`src/sv/dmtlb_pkg.sv`:
```
// ----------------------------------------------------------------------------
// dmtlb_pkg: shared types and codes of the direct-mapped TLB
// Field widths, operation/status/kind codes, slot and decision records.
// ----------------------------------------------------------------------------
package dmtlb_pkg;

   // Defaults for the top-level parameters
   localparam int ENTRIES_DEF   = 256;
   localparam int PAGE_BITS_DEF = 12;
   localparam int ADDR_BITS_DEF = 48;

   // Fixed field widths
   localparam int VA_W          = 48;
   localparam int SPACE_W       = 16;
   localparam int GEN_W         = 32;
   localparam int FRAME_W       = 36;
   localparam int FILL_PAGE_W   = 36;
   localparam int PERMS_W       = 8;
   localparam int CNT_W         = 32;
   localparam int NUM_EV        = 8;
   localparam int RIGHTS_W      = 3;
   localparam int MIN_PAGE_BITS = 10;
   // widest page number that a slot tag has to hold
   localparam int TAG_PAGE_W    = VA_W - MIN_PAGE_BITS;

   // Operations
   localparam logic [1:0] FUNC_LOOKUP = 2'd0;
   localparam logic [1:0] FUNC_FILL   = 2'd1;
   localparam logic [1:0] FUNC_FLUSH  = 2'd2;
   localparam logic [1:0] FUNC_NOP    = 2'd3;

   // Status codes
   localparam logic [1:0] ST_OK       = 2'd0;
   localparam logic [1:0] ST_INVALID  = 2'd1;
   localparam logic [1:0] ST_RETRY    = 2'd2;
   localparam logic [1:0] ST_NOTFOUND = 2'd3;

   // Access kinds
   localparam logic [1:0] KIND_FETCH   = 2'd0;
   localparam logic [1:0] KIND_READ    = 2'd1;
   localparam logic [1:0] KIND_WRITE   = 2'd2;
   localparam logic [1:0] KIND_UNKNOWN = 2'd3;

   // Event counter slots
   localparam int EV_FETCH_HIT  = 0;
   localparam int EV_READ_HIT   = 1;
   localparam int EV_WRITE_HIT  = 2;
   localparam int EV_FETCH_MISS = 3;
   localparam int EV_READ_MISS  = 4;
   localparam int EV_WRITE_MISS = 5;
   localparam int EV_FAULT      = 6;
   localparam int EV_FLUSH      = 7;

   typedef logic [NUM_EV-1:0][CNT_W-1:0] counts_type;

   typedef struct packed {
      logic [1:0]             func;
      logic [SPACE_W-1:0]     space_id;
      logic [VA_W-1:0]        guest_addr;
      logic [1:0]             access_kind;
      logic [GEN_W-1:0]       req_generation;
      logic [GEN_W-1:0]       cur_generation;
      logic                   gen_stable;
      logic [FILL_PAGE_W-1:0] fill_page;
      logic [FRAME_W-1:0]     fill_frame;
      logic [PERMS_W-1:0]     fill_perms;
   } req_item_type;

   typedef struct packed {
      logic [1:0]         status;
      logic [VA_W-1:0]    host_addr;
      logic [PERMS_W-1:0] perms_out;
      counts_type         counts;
   } rsp_item_type;

   typedef struct packed {
      logic [SPACE_W-1:0]    space;
      logic [TAG_PAGE_W-1:0] page;
      logic [FRAME_W-1:0]    frame;
      logic [GEN_W-1:0]      gen;
      logic [PERMS_W-1:0]    perms;
      logic [RIGHTS_W-1:0]   rights;
   } slot_type;

   typedef struct packed {
      logic               valid;
      logic [SPACE_W-1:0] space;
      logic [GEN_W-1:0]   gen;
   } active_type;

   // Outcome of one operation, applied when the item leaves the work stage
   typedef struct packed {
      logic [1:0]         status;
      logic [VA_W-1:0]    host_addr;
      logic [PERMS_W-1:0] perms;
      logic               clear_all;
      logic               act_load;
      active_type         act_next;
      logic [NUM_EV-1:0]  ev_inc;
      logic               wr_en;
      slot_type           wr_slot;
   } decision_type;

endpackage

```
`src/sv/dmtlb_counters.sv`:
```
// ----------------------------------------------------------------------------
// dmtlb_counters: event counters
// Eight wrapping 32-bit counters; exposes the post-increment values.
// ----------------------------------------------------------------------------
module dmtlb_counters (
   input  logic                           clock,
   input  logic                           reset,
   input  logic                           en,
   input  logic [dmtlb_pkg::NUM_EV-1:0]   inc,
   output dmtlb_pkg::counts_type          cnt_next
);
   import dmtlb_pkg::*;

   counts_type cnt_ff;
   counts_type cnt_in;

   always_comb begin
      for (int i = 0; i < NUM_EV; i++) begin
         cnt_in[i] = cnt_ff[i] + CNT_W'(inc[i]);
      end
   end

   always_ff @(posedge clock) begin
      if (reset) begin
         cnt_ff <= '0;
      end else if (en) begin
         cnt_ff <= cnt_in;
      end
   end

   assign cnt_next = cnt_in;

endmodule

```
`config.mk`:
```
export PLATFORM = sky130hd
export DESIGN_NAME = dmtlb_counters
export DESIGN_NICKNAME = d
export VERILOG_FILES = /design/src/sv/dmtlb_pkg.sv /design/src/sv/dmtlb_counters.sv
export SDC_FILE = /design/constraint.sdc
export NUM_CORES = 1
export LEC_CHECK = 0
export BUFFER_PORTS_ARGS = -buffer_cell sky130_fd_sc_hd__buf_2
export CORE_MARGIN = 4
export CORE_UTILIZATION = 55
export DETAILED_ROUTE_END_ITERATION = 10
export HOLD_SLACK_MARGIN = 0.12
export PLACE_DENSITY = 0.79
export SLEW_MARGIN = 25
export SYNTH_ARGS = -nofsm -noshare
export SYNTH_HDL_FRONTEND = slang
export SYNTH_SLANG_ARGS = --single-unit
```
`constraint.sdc`:
```
create_clock -name clock -period 3.25 [get_ports clock]
set_clock_uncertainty 0.05 [all_clocks]
set_input_delay 0.65 -clock clock [delete_from_list [all_inputs] [get_ports clock]]
set_output_delay 0.65 -clock clock [all_outputs]
set_load 0.02 [all_outputs]
```
Word level (Yosys, flattened, before mapping)
Index checks and enable logic that the tools add are counted.
- memories: 0
- bits in writable memories: 0
- flip-flop bits (word level): 256
- input port bits: 11
- output and inout port bits: 256
- bits in read-only memories: 0
- latch bits: 0
- add/sub/neg operators: 8
- bitwise gates (word level): 0
- div/mod/pow operators: 0
- order comparisons: 0
- equal/unequal tests: 0
- shifts and indexed selects: 0
- mux-type cells: 0
- multiply operators: 0
- reductions and logical operators: 0
- operator list (cell ; number):
    $add A32 B1 Y32 ; 8

Logic depth before layout (Yosys ltp)
Gate-level depths: netlist (run 1).
- word-level depth: 1
- mapped depth: 9

Worst setup path after synthesis (run 1)
OpenSTA, ideal clock, no wires.
- path kind: input port to output port
- start point: in inc[1] (netlist bit)
- end point: out cnt_next[58] (netlist bit)
- required time: 2.550 ns
- slack: -0.001 ns
- arrival: 2.551 ns
- stages on the path: 8
- path through: ha_1 > ha_1 > and3_4 > nand4_4 > or3_2 > clkbuf_1 > nand2b_1 > xnor2_1
- RTL lines (item ; RTL line ; text):
    from (decl) ; dmtlb_counters.sv:9 ; input logic [dmtlb_pkg::NUM_EV-1:0] inc,
    to (decl) ; dmtlb_counters.sv:10 ; output dmtlb_pkg::counts_type cnt_next

==> results of run 1 <==
worst register-to-register path: stages, from the launching register on:
cell and delay [ns]:
dfxtp_1 0.46, ha_4 0.18, and3_4 0.20, nand4_4 0.09, buf_4 0.18, or3_1 0.48
or4_1 0.44, a21oi_1 0.16
synthesized netlist by cell type (5+ instances only):
cell	n	share of area, %
nand3_1	153	4.9
nor3_1	46	1.5
buf_1	9	0.22
and4_1	22	1.2
ha_1	22	1.8
buf_2	32	1.0
or3_1	28	1.1
o21ai_0	23	0.73
a21oi_1	28	0.89
nor4_1	27	1.1
mux2i_1	16	1.0
nor2_1	326	7.8
and3_1	37	1.5
nor2b_1	6	0.24
and2_1	11	0.44
nand2_1	174	4.2
dfxtp_1	256	33
clkbuf_1	87	2.1
or2_2	6	0.24
nor3_2	5	0.32
clkbuf_2	9	0.29
xor2_1	263	15
nand4_1	138	5.5
nand2b_1	8	0.32
inv_1	8	0.19
xnor2_1	185	10
nor4_2	9	0.72
nand4b_1	5	0.28
worst max path at each step:
stage                            from       endpoint  depth (start not counted)
final                     cnt_ff[135]  cnt_next[142]                          6
after global routing       cnt_ff[96]  cnt_next[117]                          8
after CTS                 cnt_ff[160]  cnt_next[188]                          9
after detailed placement       inc[1]   cnt_next[58]                          9
after global placement         inc[1]   cnt_next[58]                          9
after floorplan                inc[1]   cnt_next[54]                          8
per-layer routing:
| metal | vias to the layer above | track usage, % |
|---|---|---|
| met5 | - | 0 |
| met4 | 0 | 7.511 |
| met3 | 95 | 3.375 |
| met2 | 546 | 44.58 |
| met1 | 7118 | 34.24 |
| li1 | 7204 | - |
power by group:
group          internal (mW)  leakage (nW)  total (mW)  switching, mW
Clock                   2.14         0.492        3.49           1.35
Combinational         0.0710          5.48       0.238          0.167
Sequential              3.15          2.07        3.17         0.0147
Total                   5.36          8.05        6.89           1.53
area by class of cell:
type                       count  area, sq um
multi-input combinational   1579        10310
fill                        2270         8930
sequential                   256         5146
timing repair buffer         349         2032
clock buffer                  41        810.8
tap                          378        473.0
clock inverter                12        202.7
inverter                       8        30.03
logic make-up (layout without fill, tap and decap cells):
family | count (synthesis) | count (layout)
compound gates | 56 | 56
xor+xnor | 448 | 448
fa+ha+maj | 22 | 22
buf+inv | 146 | 410
flops | 256 | 256
mux | 20 | 20
simple gates | 1033 | 1033
what timing repair did:
action / in CTS / in global routing
gates cloned: 0 / 1
resized for setup: 26 / 72
setup endpoints to repair: 36 / 82
pin swaps: 5 / 11
buffers inserted: 1 / 12
==> out/qor.txt, run 1 <==
Status: complete, no violations
Fin. max-slew vios: 0
Die Footprint: 0.03126 sq mm
Critical path's largest stage delay: 0.53 ns
Post-DR wirelength/cell: 16.38 um
WL met2: 20.69 mm
Largest family of logic cells by synthesized area: simple AND/OR/NAND/NOR gates
Total track usage: 25.94%
Worst hold path type: reg -> reg
Fin area: 0.01900 sq mm
Worst hold path endpoint: cnt_ff[191]
Core Area: 0.02793 sq mm
CTS clock-pin slew for the worst setup and hold paths: 0.06 ns
R2R cell count: 7
Max_cap viols: 0
Commonest non-fill, non-tap cell in the layout: nor2_1
Initial antenna violation count: 0
Max FO, Critical Path: 8
Starting Density: 56.10%
Hold slack: 0.4548 ns
Placed cell area: 0.01746 sq mm
Biggest regs: cnt_ff: 256 flops
VDD IR max: 0.4014 mV
Setup TNS: 0 ns
CP cell instances: nand3_2, nor4_4, clkdlybuf4s15_2, buf_4, xor2_1, buf_2
Dpl ws: -0.05017 ns
Cell area after synthesis: 0.01567 sq mm
Die Wd: 176.8 um
Cell variety after synth: 55
R2r endpoint: cnt_ff[54]
Sequential area share after synthesis: 32.70%
CP delay by family, top: simple AND/OR/NAND/NOR gates
Worst setup EP type: output pin
Layout Utilization: 68.03%
Post-Syn Nets: 2014
Clock buffer depth: 3
Fin cells: 2623
Post-synthesis simple-gate area fraction: 33.45%
Slew at the pin closest to its max-slew limit: 0.6746 ns
Hold Crit Start: cnt_ff[191]
Critical Path Source Type: flop
Post-Syn Instances: 1981
Worst endpoint data arrival time: 2.48 ns
Slowest CP cell: dfxtp_1
Max Freq: 0.3144 GHz
Critical path buffers and inverters: 3
P_leak: 8.045 nW
Final setup viols: 0
Top_reg_cell synth: dfxtp_1
Average instance area after synthesis: 7.911 sq um
Multiplexer share of the synthesized area: 1.309%
Grt ovf: 0
1st-iter DRT viols: 941
Final wirelength: 42.95 mm
Final HPWL DP: 30.66 mm
R2R Setup Slk: 0.95 ns
Maximum number of pins on one net before global-route repair: 92
Final WS setup: 0.06964 ns
Diodes inserted: 0
Layout area overhead: 21.27%
Share of cells above drive strength 1: 22.58%
Crit path kind: reg -> out
I/O pin total: 267
Vias in the first global route: 14050
# DRC: 0
Site Rows: 61
GPL Wtd Cong: 0.9034
Hold Path Cell Cnt: 2
Input/output buffers: 266
Clk root buf: clkbuf_16
Max layer used: met4
Via density per instance: 5.705
EDFF count, synth: 0
Clk_lat worst skew: 0.55 ns
Routed Antenna Nets: 0
Commonest non-fill, non-tap cells in the layout: nor2_1 (324), xor2_1 (262), buf_2 (254), dfxtp_1 (241), xnor2_1 (180)
Met1 WL: 18.25 mm
FF+latch count, synth: 256
Biggest register: cnt_ff
Fin crit share: 97.86%
Hold Buf Count CTS: 0
Final period demand of the worst path: 3.180 ns
Max reg flops: 256
CTS tree: yes
Met3 routed WL: 2.832 mm
Depth of the CTS H-tree: 1
Power per cell area: 362.6 mW/mm^2
Post-Synth XOR/XNOR Area: 25.04%
Drt pass-1 iters: 7
Post-synthesis adder-cell area fraction: 1.756%
Slew margin rel.: 54.65%
Fraction of registers with async set/reset: 0%
Dpl cells: 2556
Vias: 14960
Die Height: 176.8 um
Fin nets: 2256
Req. time, crit path: 2.55 ns
First-pass GRT wire length: 69.25 mm
Critical R2R Launch: cnt_ff[33]
Area fraction in compound gates after synthesis: 1.900%
Synth Warn #: 0
Total CTS buffers: 29
Final Hold Vio Count: 0
Power, Total: 6.891 mW
Unrepaired setup endpoints after global routing: true
CTS Sinks: 256
Note: power is estimated with default switching activity, not from simulation.
==> run 2: changes to the inputs <==
ABC_AREA = 1   (was unset)
==> run 2 against run 1 <==
Against the previous run: cell count increased by 40%; count of clock-buffer cells in the layout increased by 6; global-route usage rose by 2.6 points; sequential cell count unchanged; critical path depth grew 3; synthesized cell count is 53% higher; highest routed layer unchanged; critical path type unchanged.
==> out/qor.txt, run 2 <==
Post-Syn Instances: 3027 (+53%)
Net switching power: 2.619 mW (+71%)
Internal power: 5.809 mW (+8.4%)
# DRC: 0 (unchanged)
Hold slack: 0.4103 ns (-0.04448 ns)
Critical Path Source Type: flop
Crit path kind: reg -> out
Drt pass-1 iters: 6 (-1)
Area fraction in compound gates after synthesis: 10.95% (+9.0 points)
Max FO, Critical Path: 6 (-2)
Cell area after synthesis: 0.01741 sq mm (+11%)
Met3 usage: 4.514% (+1.1 points)
EDFF count, synth: 0 (unchanged)
Synth top area share: 29.43% (-3.3 points)
Share of cells above drive strength 1: 12.76% (-9.8 points)
Setup TNS: 0 ns (unchanged)
Vias in the first global route: 17780 (+27%)
Crit path from: cnt_ff[64]
Starting Density: 56.34% (+0.24 points)
Final HPWL DP: 37.49 mm (+22%)
Critical R2R Launch: cnt_ff[64]
Die Wd: 185.9 um (+5.2%)
Clock buffer depth: 3 (unchanged)
Multi-input logic area: 0.009955 sq mm (-3.4%)
Met2 usage: 47.15% (+2.6 points)
I/O pin total: 267 (unchanged)
Synth Warn #: 0 (unchanged)
Power share of the sequential group: 42.2% (-3.7 points)
Max Freq: 0.3278 GHz (+4.3%)
Top cells by area, synth: dfxtp_1 (29%), nand2_1 (21%), inv_1 (11%), nor2_1 (7.9%), nand3_1 (7.0%)
Slew at the pin closest to its max-slew limit: 1.005 ns (+0.3304 ns)
Total CTS buffers: 31 (+6.9%)
Unrepaired setup endpoints after global routing: false
Sw Ratio: 31.08% (+8.9 points)
Req. time, crit path: 2.55 ns (about the same)
Routed Antenna Nets: 0 (unchanged)
Top_reg_cell synth: dfxtp_1
Gr busiest metal: met2
CTS Sinks: 256 (unchanged)
Average instance area after synthesis: 5.753 sq um (-27%)
FF+latch count, synth: 256 (unchanged)
Power per cell area: 420.2 mW/mm^2 (+16%)
GPL Wtd Cong: 0.9312 (+3.1%)
Largest family of logic cells by synthesized area: simple AND/OR/NAND/NOR gates
Most instantiated cells after synthesis: nand2_1 (963), inv_1 (526), nor2_1 (367)
Most common cell in the synthesized netlist: nand2_1
Commonest non-fill, non-tap cells in the layout: nand2_1 (963), inv_1 (526), nor2_1 (367), buf_2 (264), dfxtp_1 (256)
Status: complete, no violations
Initial antenna violation count: 2 (+2)
Post-cts resize count: 0 (-100%)
Worst setup EP type: output pin
Clk_lat worst skew: 0.57 ns (+0.02 ns)
P_leak: 10.62 nW (+32%)
Final Hold Vio Count: 0 (unchanged)
Fraction of registers with async set/reset: 0% (unchanged)
Dpl cells: 3617 (+42%)
1st-iter DRT viols: 1454 (+55%)
Die Footprint: 0.03457 sq mm (+11%)
Fin cells: 3674 (+40%)
Fin nets: 3287 (+46%)
Die Height: 185.9 um (+5.2%)
Via density per instance: 5.222 (-8.5%)
Post-Syn Nets: 3060 (+52%)
Core Area: 0.03091 sq mm (+11%)
Final wirelength: 50.80 mm (+18%)
Worst hold path type: in -> reg
Biggest register: cnt_ff
Input/output buffers: 266 (unchanged)
Depth of the CTS H-tree: 1 (unchanged)
Final period demand of the worst path: 3.051 ns (-0.1297 ns)
Final setup viols: 0 (unchanged)
Fin crit share: 93.87% (-4.0 points)
Commonest non-fill, non-tap cell in the layout: nand2_1
Post-DR wirelength/cell: 13.83 um (-16%)
Post-synthesis adder-cell area fraction: 1.581% (-0.18 points)
Comb pwr share: 17.5% (+14 points)
First-pass GRT wire length: 83.32 mm (+20%)
Dpl ws: 0.3318 ns (+0.3819 ns)
Hold Buf Count CTS: 0 (unchanged)
Worst endpoint data arrival time: 2.35 ns (-0.13 ns)
Maximum number of pins on one net before global-route repair: 182 (+98%)
Biggest regs: cnt_ff: 256 flops
Hold Crit Start: inc[3]
Grt ovf: 0 (unchanged)
Vias: 19180 (+28%)
Max_cap viols: 0 (unchanged)
Clk pwr share: 40.2% (-10 points)
Final WS setup: 0.1994 ns (+0.1297 ns)
Seq. cell area: 0.005125 sq mm (-0.41%)
Sequential area share after synthesis: 29.43% (-3.3 points)
VDD IR max: 0.4074 mV (+1.5%)
CTS tree: yes
Post-synthesis simple-gate area fraction: 40.82% (+7.4 points)
Fin. max-slew vios: 0 (unchanged)
Synth area leader: dfxtp_1
Max reg flops: 256 (unchanged)
Clk root buf: clkbuf_16
Post-Synth XOR/XNOR Area: 3.815% (-21 points)
# Post-CTS Setup Buffers: 0 (-1)
Slew margin rel.: 32.99% (-22 points)
Total track usage: 28.50% (+2.6 points)
Met1 usage: 37.79% (+3.6 points)
Fill cells: 2889 (+27%)
CTS clock-pin slew for the worst setup and hold paths: 0.06 ns (about the same)
Multiplexer share of the synthesized area: 0% (-1.3 points)
Site Rows: 64 (+4.9%)
Layout area overhead: 15.16%
Cell variety after synth: 23 (-58%)
## run 2: cell count changes in the layout (fill, tap and decap cells not counted), moves of 138 or more
cell     before  now
inv_1         8  526
nand4_1     138    0
xnor2_1     180    9
nand2_1     172  963
xor2_1      262   65
a21oi_1      28  211
## run 2: power groups by stage
stage / clock network, mW / registers [mW] / logic (mW)
final: 3.39 / 3.56 / 1.48
after global routing: 3.59 / 3.59 / 1.65
after CTS: 3.45 / 3.55 / 1.48
after detailed placement: 0 / 3.62 / 1.47
after global placement: 0 / 3.61 / 1.43
after floorplan: 0 / 3.56 / 1.05
## run 2: critical path, stage by stage, from the launching register on
cell and delay [ns]:
dfxtp_1 0.35, ha_1 0.19, ha_1 0.19, nand2_1 0.10, nor2_4 0.16, nand2_4 0.12, nor2_4 0.18, xor2_1 0.28
inv_1 0.07, buf_2 0.16
## run 2: final timing paths
| check | endpoint | slack, ns | depth (start not counted) |
|---|---|---|---|
| max | cnt_next[74] | 0.20 | 9 |
| min | cnt_ff[96] | 0.41 | 4 |
| max reg2reg | cnt_ff[74] | 1.34 | 10 |
| min reg2reg | cnt_ff[224] | 0.47 | 2 |
## run 2: logic make-up after synthesis
group	Yosys count
adder cells (fa/ha/maj)	22
AO/OA/AOI/OAI	381
XOR/XNOR	75
flip-flops	256
AND/OR/NAND/NOR	1679
buffers and inverters	614
## run 2: area by class of cell
cell class,instances,area share (%)
diodes,2,0.02496
clock buffers,47,4.567
clock inverters,8,0.3432
inverters,531,9.976
multi-input cells,2157,49.64
flip-flops and latches,256,25.56
well taps,396,2.471
repair buffers,277,7.425
## run 2: metal layers
metal  up-vias  part of all wire (%)  routed length, um
met4         0                   3.7               1863
met1      8626                    43              21680
li1       9716                     -                  -
met2       724                    45              22950
met3       118                   8.5               4303
met5         -                     0                  0
## run 2: per-stage QoR
stage	instance area (sq um)	power (mW)	util [%]
after floorplan	17410	4.606	-
after global placement	19060	5.038	61.68
after detailed placement	19060	5.086	61.68
after CTS	20050	8.475	64.86
after global routing	20050	8.821	64.88
final	20050	8.427	64.88
