$ cat src/sv/dmtlb_pkg.sv
// ----------------------------------------------------------------------------
// dmtlb_pkg: shared types and codes of the direct-mapped TLB
// Field widths, operation/status/kind codes, slot and decision records.
// ----------------------------------------------------------------------------
package dmtlb_pkg;

   // Defaults for the top-level parameters
   localparam int ENTRIES_DEF   = 256;
   localparam int PAGE_BITS_DEF = 12;
   localparam int ADDR_BITS_DEF = 48;

   // Fixed field widths
   localparam int VA_W          = 48;
   localparam int SPACE_W       = 16;
   localparam int GEN_W         = 32;
   localparam int FRAME_W       = 36;
   localparam int FILL_PAGE_W   = 36;
   localparam int PERMS_W       = 8;
   localparam int CNT_W         = 32;
   localparam int NUM_EV        = 8;
   localparam int RIGHTS_W      = 3;
   localparam int MIN_PAGE_BITS = 10;
   // widest page number that a slot tag has to hold
   localparam int TAG_PAGE_W    = VA_W - MIN_PAGE_BITS;

   // Operations
   localparam logic [1:0] FUNC_LOOKUP = 2'd0;
   localparam logic [1:0] FUNC_FILL   = 2'd1;
   localparam logic [1:0] FUNC_FLUSH  = 2'd2;
   localparam logic [1:0] FUNC_NOP    = 2'd3;

   // Status codes
   localparam logic [1:0] ST_OK       = 2'd0;
   localparam logic [1:0] ST_INVALID  = 2'd1;
   localparam logic [1:0] ST_RETRY    = 2'd2;
   localparam logic [1:0] ST_NOTFOUND = 2'd3;

   // Access kinds
   localparam logic [1:0] KIND_FETCH   = 2'd0;
   localparam logic [1:0] KIND_READ    = 2'd1;
   localparam logic [1:0] KIND_WRITE   = 2'd2;
   localparam logic [1:0] KIND_UNKNOWN = 2'd3;

   // Event counter slots
   localparam int EV_FETCH_HIT  = 0;
   localparam int EV_READ_HIT   = 1;
   localparam int EV_WRITE_HIT  = 2;
   localparam int EV_FETCH_MISS = 3;
   localparam int EV_READ_MISS  = 4;
   localparam int EV_WRITE_MISS = 5;
   localparam int EV_FAULT      = 6;
   localparam int EV_FLUSH      = 7;

   typedef logic [NUM_EV-1:0][CNT_W-1:0] counts_type;

   typedef struct packed {
      logic [1:0]             func;
      logic [SPACE_W-1:0]     space_id;
      logic [VA_W-1:0]        guest_addr;
      logic [1:0]             access_kind;
      logic [GEN_W-1:0]       req_generation;
      logic [GEN_W-1:0]       cur_generation;
      logic                   gen_stable;
      logic [FILL_PAGE_W-1:0] fill_page;
      logic [FRAME_W-1:0]     fill_frame;
      logic [PERMS_W-1:0]     fill_perms;
   } req_item_type;

   typedef struct packed {
      logic [1:0]         status;
      logic [VA_W-1:0]    host_addr;
      logic [PERMS_W-1:0] perms_out;
      counts_type         counts;
   } rsp_item_type;

   typedef struct packed {
      logic [SPACE_W-1:0]    space;
      logic [TAG_PAGE_W-1:0] page;
      logic [FRAME_W-1:0]    frame;
      logic [GEN_W-1:0]      gen;
      logic [PERMS_W-1:0]    perms;
      logic [RIGHTS_W-1:0]   rights;
   } slot_type;

   typedef struct packed {
      logic               valid;
      logic [SPACE_W-1:0] space;
      logic [GEN_W-1:0]   gen;
   } active_type;

   // Outcome of one operation, applied when the item leaves the work stage
   typedef struct packed {
      logic [1:0]         status;
      logic [VA_W-1:0]    host_addr;
      logic [PERMS_W-1:0] perms;
      logic               clear_all;
      logic               act_load;
      active_type         act_next;
      logic [NUM_EV-1:0]  ev_inc;
      logic               wr_en;
      slot_type           wr_slot;
   } decision_type;

endpackage

$ cat src/sv/dmtlb_decide.sv
// ----------------------------------------------------------------------------
// dmtlb_decide: lookup / fill / flush decision
// Combinational outcome of one item from its slot and the active pair.
// ----------------------------------------------------------------------------
module dmtlb_decide #(
   parameter int PAGE_BITS = dmtlb_pkg::PAGE_BITS_DEF,
   parameter int ADDR_BITS = dmtlb_pkg::ADDR_BITS_DEF
) (
   input  dmtlb_pkg::req_item_type item,
   input  dmtlb_pkg::slot_type     slot,
   input  logic                    slot_valid,
   input  dmtlb_pkg::active_type   active,
   output dmtlb_pkg::decision_type dec
);
   import dmtlb_pkg::*;

   localparam int EFF_A   = (ADDR_BITS < VA_W) ? ADDR_BITS : VA_W;
   localparam int PAGE_W  = EFF_A - PAGE_BITS;
   localparam int FPAGE_R = ADDR_BITS - PAGE_BITS;
   localparam int FPAGE_W = (FPAGE_R < FILL_PAGE_W) ? FPAGE_R : FILL_PAGE_W;
   localparam logic [FILL_PAGE_W-1:0] FPAGE_MASK =
      FILL_PAGE_W'({FPAGE_W{1'b1}});
   localparam logic [VA_W-1:0] HOST_MASK = VA_W'({EFF_A{1'b1}});

   logic [PAGE_W-1:0]      page;
   logic [TAG_PAGE_W-1:0]  page_ext;
   logic [TAG_PAGE_W-1:0]  fpage_ext;
   logic [PAGE_BITS-1:0]   offset;
   logic                   gen_change;
   logic                   retry;
   logic                   live;
   logic                   tag_hit;
   logic                   fill_match;
   logic                   fill_bad;
   logic                   right_ok;
   logic [3:0]             rights4;
   logic [RIGHTS_W-1:0]    kind_bit;
   logic [NUM_EV-1:0]      hit_ev;
   logic [NUM_EV-1:0]      miss_ev;
   logic [VA_W-1:0]        host;

   assign page      = item.guest_addr[PAGE_BITS +: PAGE_W];
   assign page_ext  = TAG_PAGE_W'(page);
   assign fpage_ext = TAG_PAGE_W'(item.fill_page & FPAGE_MASK);
   assign offset    = item.guest_addr[PAGE_BITS-1:0];

   assign gen_change = !active.valid || (active.space != item.space_id) ||
                       (active.gen != item.cur_generation);
   assign retry      = (item.req_generation != item.cur_generation) ||
                       !item.gen_stable;
   // a generation change wipes the store before the slot is looked at
   assign live       = slot_valid && !gen_change;

   assign tag_hit    = live && (slot.space == item.space_id) &&
                       (slot.page == page_ext) && (slot.gen == item.req_generation);
   assign fill_match = live && (slot.space == item.space_id) &&
                       (slot.page == fpage_ext) && (slot.frame == item.fill_frame) &&
                       (slot.gen == item.req_generation);
   assign fill_bad   = (item.space_id == '0) || (item.fill_frame == '0) ||
                       (page_ext != fpage_ext) || (item.access_kind == KIND_UNKNOWN);

   assign rights4  = {1'b0, slot.rights};
   assign right_ok = (item.access_kind != KIND_UNKNOWN) && rights4[item.access_kind];
   assign kind_bit = RIGHTS_W'(4'b0001 << item.access_kind);

   assign host = (((VA_W'(slot.frame)) << PAGE_BITS) | VA_W'(offset)) & HOST_MASK;

   always_comb begin
      hit_ev  = '0;
      miss_ev = '0;
      case (item.access_kind)
         KIND_FETCH: begin
            hit_ev[EV_FETCH_HIT]   = 1'b1;
            miss_ev[EV_FETCH_MISS] = 1'b1;
         end
         KIND_READ: begin
            hit_ev[EV_READ_HIT]   = 1'b1;
            miss_ev[EV_READ_MISS] = 1'b1;
         end
         KIND_WRITE: begin
            hit_ev[EV_WRITE_HIT]   = 1'b1;
            miss_ev[EV_WRITE_MISS] = 1'b1;
         end
         default: begin
            miss_ev[EV_FAULT] = 1'b1;
         end
      endcase
   end

   always_comb begin
      dec          = '0;
      dec.status   = ST_OK;
      dec.act_next = active;
      dec.wr_slot  = slot;

      case (item.func)
         FUNC_LOOKUP: begin
            if (item.space_id == '0) begin
               dec.status           = ST_INVALID;
               dec.ev_inc[EV_FAULT] = 1'b1;
            end else begin
               if (gen_change) begin
                  dec.clear_all        = 1'b1;
                  dec.act_load         = 1'b1;
                  dec.act_next         = '{valid: 1'b1, space: item.space_id,
                                           gen: item.cur_generation};
                  dec.ev_inc[EV_FLUSH] = 1'b1;
               end
               if (retry) begin
                  dec.status = ST_RETRY;
                  dec.ev_inc = dec.ev_inc | miss_ev;
               end else if (tag_hit && right_ok) begin
                  dec.ev_inc    = dec.ev_inc | hit_ev;
                  dec.host_addr = host;
                  dec.perms     = slot.perms;
               end else begin
                  dec.status = ST_NOTFOUND;
                  dec.ev_inc = dec.ev_inc | miss_ev;
               end
            end
         end
         FUNC_FILL: begin
            if (fill_bad) begin
               dec.status = ST_INVALID;
            end else begin
               if (gen_change) begin
                  dec.clear_all        = 1'b1;
                  dec.act_load         = 1'b1;
                  dec.act_next         = '{valid: 1'b1, space: item.space_id,
                                           gen: item.cur_generation};
                  dec.ev_inc[EV_FLUSH] = 1'b1;
               end
               if (retry) begin
                  dec.status = ST_RETRY;
               end else begin
                  dec.wr_en = 1'b1;
                  if (!fill_match) begin
                     dec.wr_slot.space  = item.space_id;
                     dec.wr_slot.page   = fpage_ext;
                     dec.wr_slot.frame  = item.fill_frame;
                     dec.wr_slot.gen    = item.req_generation;
                     dec.wr_slot.rights = '0;
                  end
                  dec.wr_slot.perms  = item.fill_perms;
                  dec.wr_slot.rights = dec.wr_slot.rights | kind_bit;
               end
            end
         end
         FUNC_FLUSH: begin
            dec.clear_all        = 1'b1;
            dec.act_load         = 1'b1;
            dec.act_next         = '0;
            dec.ev_inc[EV_FLUSH] = 1'b1;
         end
         default: begin
            dec.status = ST_INVALID;
         end
      endcase
   end

endmodule

$ cat config.mk
export PLATFORM = sky130hd
export DESIGN_NAME = dmtlb_decide
export DESIGN_NICKNAME = d
export VERILOG_FILES = /design/src/sv/dmtlb_pkg.sv /design/src/sv/dmtlb_decide.sv
export SDC_FILE = /design/constraint.sdc
export NUM_CORES = 1
export LEC_CHECK = 0
export BUFFER_PORTS_ARGS = -buffer_cell sky130_fd_sc_hd__buf_2
export CORE_AREA = 2 2 250 252
export DETAILED_ROUTE_END_ITERATION = 10
export DIE_AREA = 0 0 252 254
export SLEW_MARGIN = 20
export SYNTH_ARGS = -nofsm -noshare
export SYNTH_HDL_FRONTEND = slang
export SYNTH_SLANG_ARGS = --single-unit
$ cat constraint.sdc
create_clock -name vclk -period 3.95
set_input_delay 0.79 -clock vclk [all_inputs]
set_output_delay 0.79 -clock vclk [all_outputs]
set_load 0.05 [all_outputs]
After elaboration in Yosys (flattened, before gate mapping)
Cells that the tools add are included.
- bits in registers: 0
- bits in latches: 0
- RAM bits: 0
- memory bits (read-only): 0
- input bits: 396
- output and inout bits: 251
- logic and storage cells: 78
- memories: 0
- $add $sub $neg: 0
- $mul: 0
- divide/modulo/power cells: 0
- magnitude comparators: 1
- equal/unequal tests: 15
- shift operators: 1
- muxes and demuxes: 34
- bitwise operators: 4
- reductions and logical operators: 23
- operators by type and width (operator ; number):
    134-bit 2-to-1 mux ; 3
    52-bit 2-to-1 mux ; 4
    56-bit 2-to-1 mux ; 3
    52-bit case mux with 3 select lines ; 1
    122-bit 2-to-1 mux ; 1
    108-bit 2-to-1 mux ; 1
    38-bit by 36-bit equality test with 1-bit output ; 2
    32-bit inequality test ; 2
    48-bit by 12-bit OR with 48-bit output ; 1
    36-bit equality test ; 1
    36-bit logical NOT ; 1
    36-bit inequality test ; 1
    32-bit equality test ; 1
    16-bit equality test ; 1
    16-bit logical NOT ; 1
    8-bit 2-to-1 mux ; 2
    16-bit inequality test ; 1
    3-bit 2-to-1 mux ; 4
    2-bit 2-to-1 mux ; 5
    1-bit logical AND ; 9
    8-bit by 3-bit OR with 8-bit output ; 1
    8-bit by 7-bit OR with 8-bit output ; 1
    7-bit 2-to-1 mux ; 1
    2-bit equality test (second input constant) ; 3
    13 further kinds ; 27

Logic depth before layout (Yosys ltp)
Gate-level depths: netlist of run 1.
- word-level depth: 17
- mapped depth: 10
- gate-level depth less buffers: 7

Least setup slack after synthesis of run 1
No wires, ideal clock.
- kind: input to output
- from: input item[200] (netlist name)
- to: output dec[134] (netlist name)
- data arrival time: 4131 ps
- required time: 3160 ps
- setup slack: -971 ps
- stages: 7
- path buffers: 1
- path through: xor2_1 -> or4_1 -> nor4_2 -> nand4_1 -> or4_4 -> clkbuf_1 -> nor4_1
- RTL lines (element ; line ; text):
    start: declaration ; dmtlb_decide.sv:9 ; input dmtlb_pkg::req_item_type item,
    end: declaration ; dmtlb_decide.sv:13 ; output dmtlb_pkg::decision_type dec

==> out/results.ini, run 1 <==
[detailed_routing]
avgViaCountPerCell = 4.41
drt_iter0_drc = 658
vias = 11600
drt_wl_total_um = 78400
drc = 0
wl_per_cell_um = 29.7
first_pass_iters = 5
postRouteAntennaNets = 0

[timing]
hold_viol = 0
finalSetupViolCount = 239
period_minus_slack_ns = 4.50
worst_pin_slew_ns = 0.676
fmax_mhz = 222
whs_ns = 1.92
setup_ws_ns = -0.551
rsz0062_at_grt = yes
finalCritPeriodShare_pct = 114
drv_slew = 0
maxSlewHeadroom_pct = 54.8

[run]
cap_violations = 0

[placement]
dp_hpwl_um = 62600
io_buffers = 647
dp_cells = 2568
routabilityCongestion = 0.979
place_ws_ns = -0.795

[die]
start_util_pct = 10.3
die_area_sq_um = 64000
die_w_um = 252
fp-row-count = 91
pin_count = 647
core_area_sq_um = 61300
die_height_um = 254

[finish]
instances_no_fill = 2639
final_layout_size_suffix_gt1_share_pct = 74.0
seqCellArea_sq_um = 0
seq_cell_count = 0
n_fill_cell = 6362
nClkBuffers = 0
nets = 2234
area_growth_pct = 193
multi_input_area_sq_um = 7560

[grt]
grt_pass1_wl_um = 95000
globalRouteTotalUtil_pct = 21.5
overflow = 0
antenna_found_initial = 45
first_global_vias = 11700
grt_max_degree = 38

[run_status]
status = finished, violations left
violations = setup timing

[logic_synthesis]
synth-seq-area-share_pct = 0
synth_fp_nets = 1192
synth.most_common_cell = xnor2_1
synthTopCellsByCount = xnor2_1 (141), xor2_1 (113), mux2_2 (83)
synth_top_area_cell = xnor2_1
synth_area_leaders = xnor2_1 (20%), xor2_1 (16%), mux2_2 (15%)
synth_top_area_share_pct = 19.6
syn-cell-area_sq_um = 6300
yosysWarnings = 0
synth_cell_type_count = 45
syn_area_per_cell_sq_um = 7.92
syn-instance-count = 796

[clock_network]
cts-hold-fix-buffers = 0

[power_and_ir_drop]
ir_drop_mv = 0.0904
power_density_nw_per_um2 = 130
total_leakage_power_uw = 0.00852

[worst_setup_path]
startpoint_type = primary input
cpMaxStageDelayCell = or4_4
critical_path_buf_inv_count = 6
critPathCaptureType = output pin
slowest_delay_ns = 0.61
crit_arrival_ns = 3.71
crit_required_ns = 3.16
worstSetupPathType = in2out
cp_max_fo = 12
worstPathCellList = buf_2 -> buf_4 -> xnor2_1 -> buf_4 -> nand4_1 -> nor3_2 -> nand4_1 -> or4_4 -> nor2_4 -> buf_12 -> clkbuf_16 -> and2_2 -> buf_6
crit_family = simple AND/OR/NAND/NOR gates

[worst_hold_path]
hold_path_class = in2out

==> routing by layer <==
metal  routed length (um)  global-route usage, %
met1                27200                   23.0
met2                40700                   42.1
met3                 4890                   2.76
met4                 5520                   8.88
met5                   43                      0
==> power by group <==
part	switching (uW)	internal, uW
registers	0	0
clock network	0	0.000443
logic	1300	1090
total	1300	1090
==> cell families (layout without fill, tap and decap cells) <==
logic type / count (synthesis) / in the layout / synth area share (%)
other: 0 / 13 / 0
buffers and inverters: 66 / 1106 / 5.12
multiplexers: 129 / 129 / 22.9
XOR/XNOR: 254 / 254 / 35.3
AND/OR/NAND/NOR: 266 / 266 / 26.3
AO/OA/AOI/OAI: 81 / 81 / 10.4
==> path summary, 6_finish.rpt <==
check,cells after the start,end,from,slack (ns)
worst max-delay path,13,dec[233],item[205],-0.55
worst min-delay path,3,dec[204],item[150],1.92
==> cell type report <==
type               count  area share (%)
diodes                13           0.176
inverters             33           0.684
multi-input cells    730            40.9
well taps            790            5.35
repair buffers      1073            52.9
==> tightest hold or removal path: stages <==
cell,delay (ns)
buf_2,0.08
and2_4,0.13
buf_8,0.13
==> repair_timing <==
item                                    in CTS  in global routing
pin swaps                                   30                 61
hold endpoints to repair                     0                  0
buffers inserted                            17                 20
gates resized for setup                    461                407
endpoints found under the setup margin     248                248
gates cloned                                14                 17
==> per-stage QoR <==
step,total power (uW),area [sq um],TNS (ns),utilization (%)
finish,2400,18500,-96.26,30.2
global route,2480,18500,-116.98,30.2
CTS,2190,16600,-100.89,27.2
detailed placement,2000,14300,-151.79,23.4
global placement,2000,14300,-139.29,23.4
floorplan,837,6550,-1.21,-
==> cells in the final DEF (no fill, tap or decap), drive strengths merged, types with 3 or more instances in the layout <==
master / netlist / final
buf: 19 / 1058
xnor2: 141 / 141
mux2: 121 / 121
xor2: 113 / 113
nor4: 60 / 60
nand4: 56 / 56
and2: 49 / 49
a22o: 49 / 49
inv: 33 / 33
nor3: 23 / 23
nand2: 19 / 19
clkbuf: 14 / 15
diode: 0 / 13
o22ai: 11 / 11
or4: 11 / 11
nor2: 9 / 9
nand3: 8 / 8
mux2i: 8 / 8
nand2b: 7 / 7
a221oi: 6 / 6
a21oi: 6 / 6
nor4b: 5 / 5
and4: 4 / 4
nand4b: 3 / 3
nor2b: 3 / 3
(Power assumes the default switching activity.)
==> run 2, diff against run 1 <==
Settings changed: CORE_AREA 2 2 250 252 to 2 2 251 253, DIE_AREA 0 0 252 254 to 0 0 253 255, MAX_ROUTING_LAYER set to met4, RECOVER_POWER set to 25.
Clock period 3.95 ns to 5.8 ns, I/O delays scaled along.
==> run 2 against run 1 <==
The flow now finishes without violations. Design area fell by 40%. Combinational power fell by 54%. Sequential cell count did not move. Wire length fell by 15%. Sequential share of layout area did not move. Via count fell by 18%. Critical path type unchanged. Largest cell class is now multi-input gates. Highest routed layer is now met4.
==> out/results.ini, run 2 (same netlist as run 1, synthesis figures left out) <==
[run_status]
status = finished, final reports clean  ; was finished, violations left

[power_and_ir_drop]
power_density_nw_per_um2 = 99.1  ; was 130 nW/um^2
total_leakage_power_uw = 0.00491  ; was 0.00852 uW
ir_drop_mv = 0.0687  ; was 0.0904 mV

[finish]
design_area_sq_um = 11100  ; was 18500 sq um
area_growth_pct = 75.5  ; was 193%
nets = 1835  ; was 2234
seq_cell_count = 0  ; unchanged
multi_input_area_sq_um = 6020  ; was 7560 sq um
instances_no_fill = 2246  ; was 2639
nClkBuffers = 0  ; unchanged
n_fill_cell = 7177  ; was 6362
postLayoutCoreUtil_pct = 17.8  ; was 30.2%
mostFrequentLayoutCells = buf_2 (560), xnor2_1 (141), xor2_1 (113)  ; was buf_4 (375), buf_2 (371), buf_6 (137)
seqCellArea_sq_um = 0  ; unchanged
final_layout_size_suffix_gt1_share_pct = 52.7  ; was 74.0%
mostFrequentLayoutCell = buf_2  ; was buf_4

[worst_hold_path]
hold_path_class = in2out  ; unchanged
holdPathEnd = dec[203]  ; was dec[204]
hold_depth = 3  ; unchanged
min_from = item[149]  ; was item[150]

[placement]
dp_hpwl_um = 60700  ; was 62600 um
dp_cells = 2236  ; was 2568
post_dp_cell_area_sq_um = 11100  ; was 14300 sq um
routabilityCongestion = 0.938  ; was 0.979
io_buffers = 647  ; unchanged

[clock_network]
cts-hold-fix-buffers = 0  ; unchanged
post_cts_buffers = 0  ; was 17

[worst_setup_path]
cpMaxStageDelayCell = nor3_1  ; was or4_4
startpoint_type = primary input  ; unchanged
cp_max_fo = 54  ; was 12
critPathCaptureType = output pin  ; unchanged
crit_required_ns = 4.64  ; was 3.16 ns
crit_arrival_ns = 4.61  ; was 3.71 ns
slowest_delay_ns = 0.60  ; was 0.61 ns
worstPathCellList = buf_2 -> xnor2_1 -> nand4_1 -> nor4_1 -> nand4_1 -> nor3_1 -> a21oi_4 -> buf_12 -> mux2_1 -> buf_2  ; was buf_2 -> buf_4 -> xnor2_1 -> buf_4 -> nand4_1 -> nor3_2 -> nand4_1 -> or4_4 -> nor2_4 -> buf_12 -> clkbuf_16 -> and2_2 -> buf_6
worstSetupPathType = in2out  ; unchanged

[detailed_routing]
first_pass_iters = 4  ; was 5
drt_iter0_drc = 572  ; was 658
avgViaCountPerCell = 4.27  ; was 4.41
wl_per_cell_um = 29.6  ; was 29.7 um
postRouteAntennaNets = 0  ; unchanged
drt_wl_total_um = 66400  ; was 78400 um
drc = 0  ; unchanged
vias = 9582  ; was 11600

[timing]
finalCritPeriodShare_pct = 99.6
maxSlewHeadroom_pct = 47.8  ; was 54.8%
finalSetupViolCount = 0  ; was 239
fmax_mhz = 173
period_minus_slack_ns = 5.77
worst_pin_slew_ns = 0.775  ; was 0.676 ns
rsz0062_at_grt = no  ; was yes
whs_ns = 2.72  ; was 1.92 ns
drv_slew = 0  ; unchanged
hold_viol = 0  ; unchanged
setup_tns_ns = 0  ; was -96.26 ns

[grt]
grt_pass1_wl_um = 84200  ; was 95000 um
first_global_vias = 9297  ; was 11700
overflow = 0  ; unchanged
grt_max_degree = 55  ; was 38
antenna_found_initial = 33  ; was 45
globalRouteTotalUtil_pct = 19.9  ; was 21.5%

[die]
pin_count = 647  ; unchanged
start_util_pct = 10.1  ; was 10.3%
fp-row-count = 92  ; was 91
die_height_um = 255  ; was 254 um
die_w_um = 253  ; was 252 um
die_area_sq_um = 64500  ; was 64000 sq um
core_area_sq_um = 62200  ; was 61300 sq um

[run]
cap_violations = 0  ; unchanged

[run 2: changes by cell type in the layout (fill, tap and decap cells not counted), moves of 18 or more]
cell      delta
and2_4      -37
and2_1      +49
a22o_1      +18
buf_4      -354
buf_12      -48
clkbuf_2    +47
a22o_4      -18
xnor2_1     +19
mux2_1      +33
mux2_4     -100
buf_2      +189
buf_8       -81
mux2_2      +67
buf_6      -137
[run 2: worst max-delay path: cells and delay by family]
family          cells  cell delay, ns
compound gates      1            0.19
xor+xnor            1            0.55
buf+inv             3            0.58
mux                 1            0.38
simple gates        4            1.67
[run 2: report_power, final]
group | switching (uW) | internal [uW] | leakage (uW)
registers | 0 | 0 | 0
clock network | 0 | 0.000232 | 0.0000000634
logic | 751 | 345 | 0.00491
total | 751 | 345 | 0.00491
[run 2: what timing repair did]
| item | CTS | global route |
|---|---|---|
| resized for setup | 1 | 0 |
| endpoints found under the setup margin | 52 | 0 |
| hold endpoints to repair | 0 | 0 |
[run 2: layer usage]
layer  up-vias  part of all wire [%]  global-route usage, %
met5         -                     0                      -
met3       157                   5.8                   2.08
li1       4258                     -                      -
met2       660                    50                   36.5
met4         0                   6.1                   9.40
met1      4507                    38                   21.5
[run 2: worst max-delay path by stage]
stage | startpoint | endpoint | slack (ns) | depth (start not counted)
after floorplan | item[200] | dec[134] | 0.14 | 7
after global placement | item[171] | dec[91] | -0.23 | 10
after detailed placement | item[189] | dec[91] | -0.02 | 10
after CTS | item[164] | dec[250] | 0.12 | 11
after global routing | item[75] | dec[104] | 0.04 | 10
final | item[75] | dec[94] | 0.03 | 10
[run 2: through the flow]
stage | setup WS [ns] | power [uW]
after global routing | 0.0359 | 1140
after global placement | -0.234 | 1100
after CTS | 0.118 | 1100
after floorplan | 0.139 | 562
after detailed placement | -0.0171 | 1100
final | 0.0256 | 1100
[run 2: area by class of cell]
| type | count | area share, % |
|---|---|---|
| Multi-Input combinational cell | 730 | 54.4 |
| Timing Repair Buffer | 674 | 35.2 |
| Tap cell | 799 | 9.04 |
| Inverter | 33 | 1.12 |
| Antenna cell | 10 | 0.226 |
==> run 3, diff against run 2 <==
Settings changed: CORE_AREA 2 2 251 253 to 2 2 248 250, DIE_AREA 0 0 253 255 to 0 0 250 252.
==> run 3 against run 2 <==
Via count grew 0.80%. Global-route usage rose by 0.38 points. Total power decreased by 1.7%. Sequential cell count stayed put. First-iteration DRC count stayed put. Largest power group unchanged. Die area down 2.3%. Combinational power hardly changed.
==> out/results.ini, run 3 (same netlist as run 1, synthesis figures left out) <==
[run_status]
status = finished, final reports clean  ; unchanged

[detailed_routing]
postRouteAntennaNets = 0  ; unchanged
wl_per_cell_um = 29.4  ; was 29.6 um
vias = 9659  ; was 9582
first_pass_iters = 4  ; unchanged
drt_wl_total_um = 65600  ; was 66400 um
drc = 0  ; unchanged
avgViaCountPerCell = 4.32  ; was 4.27
drt_iter0_drc = 572  ; unchanged

[die]
start_util_pct = 10.5  ; was 10.1%
die_area_sq_um = 63000  ; was 64500 sq um
pin_count = 647  ; unchanged
core_area_sq_um = 60100  ; was 62200 sq um
die_w_um = 250  ; was 253 um
die_height_um = 252  ; was 255 um
fp-row-count = 90  ; was 92

[timing]
setup_ws_ns = 0.290  ; was 0.0256 ns
setup_tns_ns = 0  ; unchanged
worst_pin_slew_ns = 0.782  ; was 0.775 ns
fmax_mhz = 181  ; was 173 MHz
finalCritPeriodShare_pct = 95.0  ; was 99.6%
rsz0062_at_grt = no  ; unchanged
finalSetupViolCount = 0  ; unchanged
drv_slew = 0  ; unchanged
whs_ns = 2.73  ; was 2.72 ns
period_minus_slack_ns = 5.51  ; was 5.77 ns
maxSlewHeadroom_pct = 48.1  ; was 47.8%
hold_viol = 0  ; unchanged

[worst_setup_path]
critPathCaptureType = output pin  ; unchanged
worstSetupPathType = in2out  ; unchanged
crit_required_ns = 4.64  ; about the same
critical_path_buf_inv_count = 3  ; unchanged
crit_family = buffers and inverters  ; was simple AND/OR/NAND/NOR gates
worstPathCellList = buf_2 -> xnor2_1 -> nand4_1 -> nor4_1 -> and4_1 -> o22a_2 -> clkbuf_4 -> a22o_1 -> clkbuf_1  ; was buf_2 -> xnor2_1 -> nand4_1 -> nor4_1 -> nand4_1 -> nor3_1 -> a21oi_4 -> buf_12 -> mux2_1 -> buf_2
crit_arrival_ns = 4.35  ; was 4.61 ns
cp_max_fo = 49  ; was 54
slowest_delay_ns = 0.51  ; was 0.60 ns
startpoint_type = primary input  ; unchanged
cpMaxStageDelayCell = clkbuf_4  ; was nor3_1

[power_and_ir_drop]
ir_drop_mv = 0.0578  ; was 0.0687 mV
total_leakage_power_uw = 0.00480  ; was 0.00491 uW
pwr-share-seq_pct = 0  ; about the same
netSwitchingPower_uw = 743  ; was 751 uW
p_clk_share_pct = 0  ; about the same
swShare_pct = 69.0  ; was 68.5%
internal_power_uw = 334  ; was 345 uW
p_comb_share_pct = 100.0  ; about the same
power_density_nw_per_um2 = 99.2  ; was 99.1 nW/um^2

[grt]
grt_max_degree = 63  ; was 55
first_global_vias = 9769  ; was 9297
globalRouteTotalUtil_pct = 20.3  ; was 19.9%
antenna_found_initial = 31  ; was 33
overflow = 0  ; unchanged
grt_pass1_wl_um = 85100  ; was 84200 um

[finish]
nClkBuffers = 0  ; unchanged
mostFrequentLayoutCell = buf_2  ; unchanged
seq_cell_count = 0  ; unchanged
area_growth_pct = 72.3  ; was 75.5%
mostFrequentLayoutCells = buf_2 (573), xnor2_1 (140), xor2_1 (113)  ; was buf_2 (560), xnor2_1 (141), xor2_1 (113)
final_layout_size_suffix_gt1_share_pct = 50.7  ; was 52.7%
nets = 1841  ; was 1835
n_fill_cell = 6988  ; was 7177
seqCellArea_sq_um = 0  ; unchanged
design_area_sq_um = 10900  ; was 11100 sq um

[placement]
dp_hpwl_um = 60200  ; was 60700 um
routabilityCongestion = 0.968  ; was 0.938
io_buffers = 647  ; unchanged
post_dp_cell_area_sq_um = 10900  ; was 11100 sq um
place_ws_ns = 0.0697  ; was -0.0171 ns

[clock_network]
cts-hold-fix-buffers = 0  ; unchanged
post_cts_buffers = 0  ; unchanged
cts_resized = 0  ; was 1

[run]
cap_violations = 0  ; unchanged

[worst_hold_path]
hold_path_class = in2out  ; unchanged
hold_depth = 3  ; unchanged
holdPathEnd = dec[115]  ; was dec[203]
min_from = slot[115]  ; was item[149]

## run 3: changes by cell type in the layout (fill, tap and decap cells not counted), sizes merged
| cell | previous run | this run |
|---|---|---|
| buf | 613 | 619 |
| diode | 10 | 9 |
## run 3: worst min-delay path, cell delays in order
cell and delay [ns]:
buf_2 0.10, nor2b_1 0.11, buf_2 0.20
## run 3: power by group through the flow
stage | Sequential, uW | Combinational [uW] | Clock (uW)
finish | 0 | 1080 | 0.000209
floorplan | 0 | 562 | 0
detailed placement | 0 | 1080 | 0
CTS | 0 | 1090 | 0
global route | 0 | 1120 | 0.000208
global placement | 0 | 1090 | 0
## run 3: cell type report
class | instances | area (sq um) | area share (%)
multi-input combinational | 730 | 6010 | 55.3
timing repair buffer | 680 | 3730 | 34.3
tap | 782 | 978 | 9.01
inverter | 33 | 124 | 1.14
antenna | 9 | 22.5 | 0.207
## run 3: worst max path at each step
| stage | start | endpoint | slack (ns) | cells after the start |
|---|---|---|---|---|
| after floorplan | item[200] | dec[134] | 0.14 | 7 |
| after global placement | slot[84] | dec[250] | 0.06 | 10 |
| after detailed placement | slot[84] | dec[250] | 0.07 | 10 |
| after CTS | slot[84] | dec[250] | 0.07 | 10 |
| after global routing | item[14] | dec[7] | 0.07 | 10 |
| final | item[207] | dec[165] | 0.29 | 9 |
## run 3: metrics by stage
| stage | utilization [%] | instances | total power [uW] |
|---|---|---|---|
| 6_report | 18.1 | 2234 | 1080 |
| 5_1_grt | 18.1 | 2234 | 1120 |
| 4_1_cts | 18.1 | 2225 | 1090 |
| 3_5_place_dp | 18.1 | 2225 | 1080 |
| 3_3_place_gp | 18.1 | 2225 | 1090 |
| 2_1_floorplan | - | 796 | 562 |
## run 3: metal layers
layer  vias up  track usage [%]  part of all wire (%)
met4         0             8.83                   5.6
met1      4558             22.3                    38
li1       4275                -                     -
met5         -                -                     0
met2       673             36.9                    50
met3       153             2.36                   5.8
